## src/design/thermostat_mode_controller_defines.svh

```systemverilog
// Assertion helpers shared by the thermostat controller modules.
`ifndef THERMOSTAT_MODE_CONTROLLER_DEFINES_SVH
`define THERMOSTAT_MODE_CONTROLLER_DEFINES_SVH

// Same-cycle implication, disabled while reset is low.
`define TMC_ASSERT_SAME(label, clk, rstn, ante, cons, msg) \
    label: assert property (@(posedge clk) disable iff (!(rstn)) (ante) |-> (cons)) \
        else $error(msg);

// Next-cycle implication, disabled while reset is low.
`define TMC_ASSERT_NEXT(label, clk, rstn, ante, cons, msg) \
    label: assert property (@(posedge clk) disable iff (!(rstn)) (ante) |=> (cons)) \
        else $error(msg);

`endif

```

## src/design/tmc_pkg.sv

```systemverilog
package tmc_pkg;

    localparam int unsigned CFG_INDEX_W = 3;
    localparam int unsigned CFG_DATA_W  = 32;

    localparam logic [CFG_INDEX_W-1:0] CFG_HYSTERESIS     = 3'd0;
    localparam logic [CFG_INDEX_W-1:0] CFG_COOLING_ENABLE = 3'd1;
    localparam logic [CFG_INDEX_W-1:0] CFG_HEAT_ON_DELAY  = 3'd2;
    localparam logic [CFG_INDEX_W-1:0] CFG_HEAT_OFF_DELAY = 3'd3;
    localparam logic [CFG_INDEX_W-1:0] CFG_COOL_ON_DELAY  = 3'd4;
    localparam logic [CFG_INDEX_W-1:0] CFG_COOL_OFF_DELAY = 3'd5;

    localparam logic [9:0] HYSTERESIS_RESET = 10'd16;

    typedef enum logic [1:0] {
        MODE_IDLE = 2'd0,
        MODE_HEAT = 2'd1,
        MODE_COOL = 2'd2
    } mode_t;

    typedef struct packed {
        logic signed [15:0] temperature;
        logic signed [15:0] setpoint;
        logic [31:0]        now_tick;
    } tmc_in_t;

    typedef struct packed {
        logic       heat_on;
        logic       cooler_on;
        logic [1:0] active_mode;
        logic       running;
        logic       transition_pending;
    } tmc_out_t;

    typedef struct packed {
        logic [9:0]  hysteresis;
        logic        cooling_enable;
        logic [30:0] heat_on_delay;
        logic [30:0] heat_off_delay;
        logic [30:0] cool_on_delay;
        logic [30:0] cool_off_delay;
    } tmc_cfg_t;

    localparam tmc_cfg_t CFG_RESET = '{
        hysteresis:     HYSTERESIS_RESET,
        cooling_enable: 1'b0,
        heat_on_delay:  31'd0,
        heat_off_delay: 31'd0,
        cool_on_delay:  31'd0,
        cool_off_delay: 31'd0
    };

endpackage

```

## src/design/tmc_cfg_regs.sv

```systemverilog
module tmc_cfg_regs (
    input  logic                             aclk,
    input  logic                             aresetn,
    input  logic                             cfg_valid,
    output logic                             cfg_ready,
    input  logic [tmc_pkg::CFG_INDEX_W-1:0]  cfg_index,
    input  logic [tmc_pkg::CFG_DATA_W-1:0]   cfg_data,
    output tmc_pkg::tmc_cfg_t                cfg
);
    import tmc_pkg::*;

    tmc_cfg_t cfg_reg;
    tmc_cfg_t cfg_next;

    assign cfg_ready = 1'b1;
    assign cfg       = cfg_reg;

    always_comb begin
        cfg_next = cfg_reg;
        if (cfg_valid) begin
            case (cfg_index)
                CFG_HYSTERESIS:     cfg_next.hysteresis     = cfg_data[9:0];
                CFG_COOLING_ENABLE: cfg_next.cooling_enable = cfg_data[0];
                CFG_HEAT_ON_DELAY:  cfg_next.heat_on_delay  = cfg_data[30:0];
                CFG_HEAT_OFF_DELAY: cfg_next.heat_off_delay = cfg_data[30:0];
                CFG_COOL_ON_DELAY:  cfg_next.cool_on_delay  = cfg_data[30:0];
                CFG_COOL_OFF_DELAY: cfg_next.cool_off_delay = cfg_data[30:0];
                default: ;
            endcase
        end
    end

    always_ff @(posedge aclk) begin
        if (!aresetn) begin
            cfg_reg <= CFG_RESET;
        end else begin
            cfg_reg <= cfg_next;
        end
    end

endmodule

```

## src/design/tmc_core.sv

```systemverilog
`include "thermostat_mode_controller_defines.svh"

module tmc_core (
    input  logic              aclk,
    input  logic              aresetn,
    input  logic              step,
    input  tmc_pkg::tmc_in_t  item,
    input  tmc_pkg::tmc_cfg_t cfg,
    output tmc_pkg::tmc_out_t result
);
    import tmc_pkg::*;

    mode_t       mode_reg, mode_next;
    logic        pend_reg, pend_next;
    mode_t       target_reg, target_next;
    logic [31:0] due_reg, due_next;
    logic        rest_reg, rest_next;

    logic signed [18:0] diff;
    logic signed [18:0] h1;
    logic signed [18:0] h2;
    logic               le_neg_h, ge_h, le_neg_2h, ge_2h, in_band;
    mode_t              want;
    logic [30:0]        delay;
    logic [31:0]        since_due;

    // diff = 2*temperature - 2*setpoint
    always_comb begin
        diff = ({{3{item.temperature[15]}}, item.temperature}
              - {{3{item.setpoint[15]}}, item.setpoint}) <<< 1;
        h1   = signed'({9'b0, cfg.hysteresis});
        h2   = h1 <<< 1;
    end

    assign le_neg_h  = diff <= -h1;
    assign ge_h      = diff >= h1;
    assign le_neg_2h = diff <= -h2;
    assign ge_2h     = diff >= h2;
    assign in_band   = (diff > -h2) && (diff < h2);

    always_comb begin
        rest_next = rest_reg || (mode_reg == MODE_COOL && le_neg_h);
        if (rest_next && ge_h) begin
            rest_next = 1'b0;
        end
        if (rest_next && le_neg_2h) begin
            rest_next = 1'b0;
        end

        if (le_neg_2h) begin
            want = MODE_HEAT;
        end else if (cfg.cooling_enable && ge_2h) begin
            want = MODE_COOL;
        end else if (in_band) begin
            if (mode_reg == MODE_HEAT && diff >= 0) begin
                want = MODE_IDLE;
            end else if (mode_reg == MODE_COOL && diff <= 0) begin
                want = MODE_IDLE;
            end else begin
                want = mode_reg;
            end
        end else begin
            want = MODE_IDLE;
        end
        if (rest_next && want == MODE_COOL) begin
            want = MODE_IDLE;
        end

        case (want)
            MODE_HEAT: delay = cfg.heat_on_delay;
            MODE_COOL: delay = cfg.cool_on_delay;
            default: begin
                if (mode_reg == MODE_HEAT) begin
                    delay = cfg.heat_off_delay;
                end else if (mode_reg == MODE_COOL) begin
                    delay = cfg.cool_off_delay;
                end else begin
                    delay = '0;
                end
            end
        endcase

        pend_next   = pend_reg;
        target_next = target_reg;
        due_next    = due_reg;
        mode_next   = mode_reg;
        if (!pend_reg && want != mode_reg) begin
            pend_next   = 1'b1;
            target_next = want;
            due_next    = item.now_tick + {1'b0, delay};
        end
        // wrap-safe: due reached when now - due is in the lower half range
        since_due = item.now_tick - due_next;
        if (pend_next && !since_due[31]) begin
            mode_next = target_next;
            pend_next = 1'b0;
        end

        result.heat_on            = mode_next == MODE_HEAT;
        result.cooler_on          = mode_next == MODE_COOL;
        result.active_mode        = mode_next;
        result.running            = mode_next != MODE_IDLE;
        result.transition_pending = pend_next;
    end

    always_ff @(posedge aclk) begin
        if (!aresetn) begin
            mode_reg   <= MODE_IDLE;
            pend_reg   <= 1'b0;
            target_reg <= MODE_IDLE;
            due_reg    <= '0;
            rest_reg   <= 1'b0;
        end else if (step) begin
            mode_reg   <= mode_next;
            pend_reg   <= pend_next;
            target_reg <= target_next;
            due_reg    <= due_next;
            rest_reg   <= rest_next;
        end
    end

    `TMC_ASSERT_NEXT(a_state_holds_idle, aclk, aresetn, !step,
        $stable(mode_reg) && $stable(pend_reg) && $stable(rest_reg),
        "controller state changed without a transaction")
    `TMC_ASSERT_SAME(a_mode_change_clears_pending, aclk, aresetn,
        step && mode_next != mode_reg, !pend_next,
        "mode changed while a transition stays pending")
    `TMC_ASSERT_SAME(a_pending_differs, aclk, aresetn, pend_reg,
        target_reg != mode_reg, "pending target equals current mode")

endmodule

```

## src/design/thermostat_mode_controller.sv

```systemverilog
// A transaction accepted on the s side reaches m_data through
// two register stages: input register, then result register.
// Throughput: one transaction per cycle; s_ready drops only while both stages hold
// data and m_ready is low.
// Reset: aresetn is synchronous, active low; it empties both stages, sets the mode to
// idle with nothing pending and loads the register defaults (hysteresis 16).
`include "thermostat_mode_controller_defines.svh"

module thermostat_mode_controller (
    input  logic                             aclk,
    input  logic                             aresetn,
    input  logic                             s_valid,
    output logic                             s_ready,
    input  tmc_pkg::tmc_in_t                 s_data,
    output logic                             m_valid,
    input  logic                             m_ready,
    output tmc_pkg::tmc_out_t                m_data,
    input  logic                             cfg_valid,
    output logic                             cfg_ready,
    input  logic [tmc_pkg::CFG_INDEX_W-1:0]  cfg_index,
    input  logic [tmc_pkg::CFG_DATA_W-1:0]   cfg_data
);
    import tmc_pkg::*;

    tmc_cfg_t cfg;
    tmc_in_t  in_data_reg;
    logic     in_valid_reg;
    tmc_out_t out_data_reg;
    logic     out_valid_reg;
    tmc_out_t result;
    logic     advance;

    tmc_cfg_regs u_cfg (
        .aclk      (aclk),
        .aresetn   (aresetn),
        .cfg_valid (cfg_valid),
        .cfg_ready (cfg_ready),
        .cfg_index (cfg_index),
        .cfg_data  (cfg_data),
        .cfg       (cfg)
    );

    tmc_core u_core (
        .aclk    (aclk),
        .aresetn (aresetn),
        .step    (advance),
        .item    (in_data_reg),
        .cfg     (cfg),
        .result  (result)
    );

    assign advance = in_valid_reg && (!out_valid_reg || m_ready);
    assign s_ready = !in_valid_reg || advance;
    assign m_valid = out_valid_reg;
    assign m_data  = out_data_reg;

    always_ff @(posedge aclk) begin
        if (!aresetn) begin
            in_valid_reg  <= 1'b0;
            out_valid_reg <= 1'b0;
        end else begin
            if (s_ready) begin
                in_valid_reg <= s_valid;
            end
            if (advance) begin
                out_valid_reg <= 1'b1;
            end else if (m_ready) begin
                out_valid_reg <= 1'b0;
            end
        end
    end

    always_ff @(posedge aclk) begin
        if (s_valid && s_ready) begin
            in_data_reg <= s_data;
        end
        if (advance) begin
            out_data_reg <= result;
        end
    end

    `TMC_ASSERT_SAME(a_stall_only_when_full, aclk, aresetn, !s_ready,
        in_valid_reg && out_valid_reg && !m_ready,
        "input stalled while the pipeline has room")
    `TMC_ASSERT_SAME(a_outputs_agree, aclk, aresetn, m_valid,
        (m_data.running == (m_data.heat_on || m_data.cooler_on))
        && !(m_data.heat_on && m_data.cooler_on),
        "result flags disagree with each other")
    `TMC_ASSERT_NEXT(a_result_held, aclk, aresetn, m_valid && !m_ready,
        m_valid && $stable(m_data), "result changed before it was taken")

endmodule
```

## config.mk

```make
export PLATFORM = sky130hd
export DESIGN_NAME = thermostat_mode_controller
export DESIGN_NICKNAME = d
export VERILOG_FILES = /design/src/design/tmc_pkg.sv /design/src/design/tmc_cfg_regs.sv /design/src/design/tmc_core.sv /design/src/design/thermostat_mode_controller.sv
export VERILOG_INCLUDE_DIRS = /design/src /design/src/design
export SDC_FILE = /design/constraint.sdc
export NUM_CORES = 1
export LEC_CHECK = 0
export ABC_AREA = 1
export BUFFER_PORTS_ARGS = -buffer_cell sky130_fd_sc_hd__buf_2
export CORE_ASPECT_RATIO = 1.2
export CORE_UTILIZATION = 60
export DETAILED_ROUTE_END_ITERATION = 7
export PLACE_DENSITY = 0.83
export SYNTH_ARGS = -nofsm -noshare
export SYNTH_HDL_FRONTEND = slang
export SYNTH_SLANG_ARGS = --single-unit
```

## constraint.sdc

```tcl
create_clock -name aclk -period 24.7 [get_ports aclk]
set_input_delay 6.175 -clock aclk [delete_from_list [all_inputs] [get_ports aclk]]
set_output_delay 6.175 -clock aclk [all_outputs]
set_load 0.1 [all_outputs]
```

After elaboration in Yosys (flattened, before gate mapping):

Cells that the tools add are included.

* register bits: 245

* add/sub/neg operators: 5
* magnitude comparators: 8
* eq/ne operators: 13
* multiplexer cells: 18
* reductions and logical operators: 28

Operators with widths (count)
* $mux 31: 2
* $pmux 31 s2: 1
* $le 18x19->1: 2
* $add 32x31->32: 1
* $mux 32: 1
* $sub 32x32->32: 1
* $gt 18x19->1: 1
* $neg 10->19: 1
* $neg 11->19: 1
* $ge 18x1->1 const B: 1
* $ge 18x11->1: 1
* $ge 18x12->1: 1
* $le 18x1->1 const B: 1
* $lt 18x12->1: 1
* $sub 16x16->17: 1
* $mux 2: 8
* $logic_and 1x1->1: 12
* $reduce_and 2->1: 6
* $eq 2x2->1 const B: 4
* $eq 2x1->1 const B: 3
* $eq 3x2->1 const B: 2
* $eq 3x3->1 const B: 2
* $mux 1: 6
* $logic_not 1->1: 4
* 5 further kinds: 8

Logic depth before layout (Yosys ltp):

* word-level depth: 20
* depth in mapped cells: 69
* gate-level depth less buffers: 67

Cells and area by module:

A second synthesis with hierarchy kept.

* cell total of the unflattened synthesis: 2140
* area total of the unflattened synthesis: 15568.7 µm²

By module, submodules not included
* tmc_core: instances 1, cells an instance 1274, area an instance 7993.9 µm²
* tmc_cfg_regs: instances 1, cells an instance 783, area an instance 5377.7 µm²
* thermostat_mode_controller: instances 1, cells an instance 83, area an instance 2197.1 µm²

Least setup slack after synthesis:

OpenSTA, ideal clock, no wires.

* path kind: input -> output
* from: in m_ready
* to: out s_ready
* data arrival time: 6.983 ns
* path slack: 11.542 ns
* cell stages on the path: 2
* cells stage by stage: inv_1 nand3_1

* longest elaborated chain between the ends: 3

Ends and longest elaborated chain
* from (decl): RTL line thermostat_mode_controller.sv:16 `input logic m_ready,`
* $logic_or 1x1->1: RTL line thermostat_mode_controller.sv:52 `assign advance = in_valid_reg && (!out_valid_reg || m_ready);`
* $logic_and 1x1->1: RTL line thermostat_mode_controller.sv:52
* $logic_or 1x1->1: RTL line thermostat_mode_controller.sv:53 `assign s_ready = !in_valid_reg || advance;`
* to (decl): RTL line thermostat_mode_controller.sv:13 `output logic s_ready,`

No other way between the ends.

Final worst setup path:

Same ends and word-level chain as after synthesis.

==> run_results.csv <==
group,metric,value,unit
setup_path,r2r_slack,14550,ps
timing,rsz0062_at_grt,"false",
die,die_h,174,um
clock_network,postCtsHoldBufs,0,
global_route,grt.busiest_layer,"met2",
global_route,met2_usage,54.3,%
setup_path,r2r-end,"m_data[1]$_DFFE_PP_",
setup_path,crit_chain,"buf_2, inv_1, nand3_1, buf_2",
setup_path,critPathLaunch,"m_ready",
setup_path,rr_startpoint,"in_data_reg[32]$_DFFE_PP_",
power,total_power,1.30,mW
run_status,outcome,"completed",
setup_path,critical_path_required,18520,ps
finish,stdcell_area,16400,sq um
detailed_routing,post_drt_via_cell_ratio,5.67,
worst_hold_path,hold_path_class,"register to register",
clock_network,cts_made_buffers,26,
logic_synthesis,syn_avg_cell_area,7.43,sq um
setup_path,end_kind,"output pin",
clock_network,clk_latency,540,ps
global_route,grt_pass1_vias,13300,
setup_path,arrival,6840,ps
place,port_buffers,110,
clock_network,cts_sinks,245,
global_route,grt_pass1_wl,63100,um
die,dieArea,25300,sq um
finish,final_util,68.2,%
place,gp_congestion,0.936,
global_route,grt_max_degree,97,
place,place_inst,2356,
worst_hold_path,hold_depth,2,
die,rows,62,
setup_path,critPathLaunchType,"input pin",
global_route,gr-usage-met3,3.41,%
setup_path,cp_num_buf_inv,3,
setup_path,path_depth,4,
logic_synthesis,synth_nets,2234,
logic_synthesis,synth_seq_cells,245,
setup_path,cp_max_fo,3,
clock_network,cts_tree,"done",
setup_path,crit_slowest_cell,"buf_2",
finish,layout-drive-gt1-share,10.0,%
place,hpwl,26800,um
timing,report.final.slew_viol_count,0,
setup_path,reg2reg_depth,61,
worst_hold_path,hold_path_end,"u_core.rest_reg$_SDFFE_PN0P_",
power,peakVddDrop,0.0000618,V
global_route,grt_antenna_before_repair,3,
finish,finalNonFillerCells,2407,
clock_network,cts-root-buf,"clkbuf_16",
setup_path,worstSetupPathType,"input pin to output pin",
job,maxCapViolations,0,
die,initial_core_util,61.6,%
logic_synthesis,ys_seq_area_share,37.9,%
detailed_routing,antenna_left,0,
finish,layout.nets,2306,
detailed_routing,drc,0,
clock_network,ctsResizeCount,0,
timing,hold_viol_final,0,
clock_network,h-tree-depth,1,
detailed_routing,drtPass1Iterations,6,
die,boundaryPins,113,
timing,setup_violations,0,
detailed_routing,drt-wirelength-per-cell,16.1,um
logic_synthesis,synthCells,1992,
detailed_routing,initialDrtViolationCount,910,
clock_network,cts_setup_buffers,0,
die,die_x,145,um
timing,slew_headroom,28.5,%
setup_path,path_common_cell,"buf_2",
detailed_routing,drt_wl_total,38800,um
worst_hold_path,hp-start,"u_core.rest_reg$_SDFFE_PN0P_",
die,core-area,24000,sq um
logic_synthesis,ys_types,47,
clock_network,clk_path_buf_depth,3,
timing,tightest_slew,1070,ps
logic_synthesis,synth_area,14800,sq um
finish,syn2layout_area_growth,10.8,%
finish,largest_reg_flops,135,
timing,min_period,13010,ps
detailed_routing,vias,13700,
place,placedInstanceArea,15600,sq um
setup_path,max_stage_delay,440,ps
power,power.leakage,8.06,nW
setup_path,crit_family,"buffers and inverters",
power,p_per_area,79.1,nW/um^2
clock_network,path_clk_slew,60,ps
timing,finalCritPeriodShare,52.7,%
timing,finalSetupTns,0,ps
global_route,use_met1,35.3,%
timing,max_freq,76.9,MHz
global_route,overflow,0,
logic_synthesis,synth-warning-count,0,
timing,clock_skew,17.8,ps
global_route,track_usage,30.5,%
placed cells by master, fill, tap and decap left out, drive strengths merged:
cell	instances
a21oi	146
nand3	90
nand4	22
o31ai	1
nor3	10
o221a	1
o21bai	7
a211oi	4
ha	135
nor2	317
xor2	32
diode	3
nand2	338
a221oi	1
inv	262
buf	126
edfxtp	70
conb	1
o221ai	2
o21a	3
clkbuf	37
o2111ai	2
o21ai	205
a32o	31
dfxtp	175
xnor2	7
clkinv	10
nand3b	1
o211ai	17
nor4	6
and2	4
a31oi	1
mux2i	13
fa	3
a21o	2
or2	2
power breakdown:
group / internal [mW] / switching, mW / total (mW)
clock: 0.211 / 0.162 / 0.373
combinational: 0.168 / 0.308 / 0.476
sequential: 0.438 / 0.0107 / 0.449
total: 0.817 / 0.480 / 1.30
worst reg2reg max path, delay by kind of cell (launching register included):
family                     cells  cell delay (ps)
and+or+nand+nor               30             3070
buffers and inverters          8             1060
DFF                            1              360
adders and majority gates      7             2220
AOI/OAI and AO/OA             16             3170
cells in the mapped netlist, drive strengths merged:
master     n  area (sq um)
nor3      10          50.1
xor2      32           288
nand4     22           138
ha       135          1690
a221oi     1          8.76
nor2     317          1200
dfxtp    175          3500
buf        8          38.8
xnor2      7          61.3
nand3     90           490
fa         3          60.1
edfxtp    70          2100
o2111ai    2          17.5
conb       1          3.75
a32o      31           310
a21oi    146           738
clkinv     1          3.75
nor4       6          37.5
nand3b     1          7.51
and2       4          25.0
a31oi      1          6.26
mux2i     13           130
o21bai     7          52.6
o21a       3          22.5
clkbuf    74           278
o221a      1          11.3
o21ai    205          1030
inv      260           976
o221ai     2          17.5
or2        2          12.5
a21o       2          15.0
nand2    338          1310
o31ai      1          7.51
a211oi     4          30.0
o211ai    17           128
final cells by class:
cell class,count,area (sq um)
sequential,245,5610
tap,320,400
inverter,261,980
multi-input combinational,1404,7920
timing repair buffer,126,673
clock buffer,37,744
fill,1982,7640
clock inverter,11,71.3
antenna,3,7.51
metal layers:
| layer | vias to the layer above | part of all wire (%) |
|---|---|---|
| met1 | 6266 | 40 |
| li1 | 6756 | - |
| met3 | 116 | 6.1 |
| met2 | 514 | 49 |
| met5 | - | 0 |
| met4 | 0 | 5.4 |
logic make-up after synthesis:
| kind of cell | Yosys count | synth area share, % |
|---|---|---|
| buffers and inverters | 343 | 8.76 |
| AOI/OAI and AO/OA | 423 | 16.2 |
| adders and majority gates | 138 | 11.8 |
| xor gates and xnor gates | 39 | 2.36 |
| muxes | 13 | 0.879 |
| other | 1 | 0.0253 |
| and+or+nand+nor | 790 | 22.1 |
| DFF | 245 | 37.9 |
per-stage QoR:
stage / hold slack (ps) / setup WS (ps)
2_1_floorplan: 445 / 11540
5_1_grt: 516 / 11650
6_report: 482 / 11690
4_1_cts: 474 / 11690
3_5_place_dp: 466 / 11690
3_3_place_gp: 455 / 11710
worst max-delay path by stage:
| stage | to | slack, ps |
|---|---|---|
| after CTS | s_ready | 11690 |
| after floorplan | s_ready | 11540 |
| after global routing | s_ready | 11650 |
| after global placement | s_ready | 11710 |
| after detailed placement | s_ready | 11690 |
| final | s_ready | 11690 |
No activity file was read; power rests on OpenSTA's default activity.
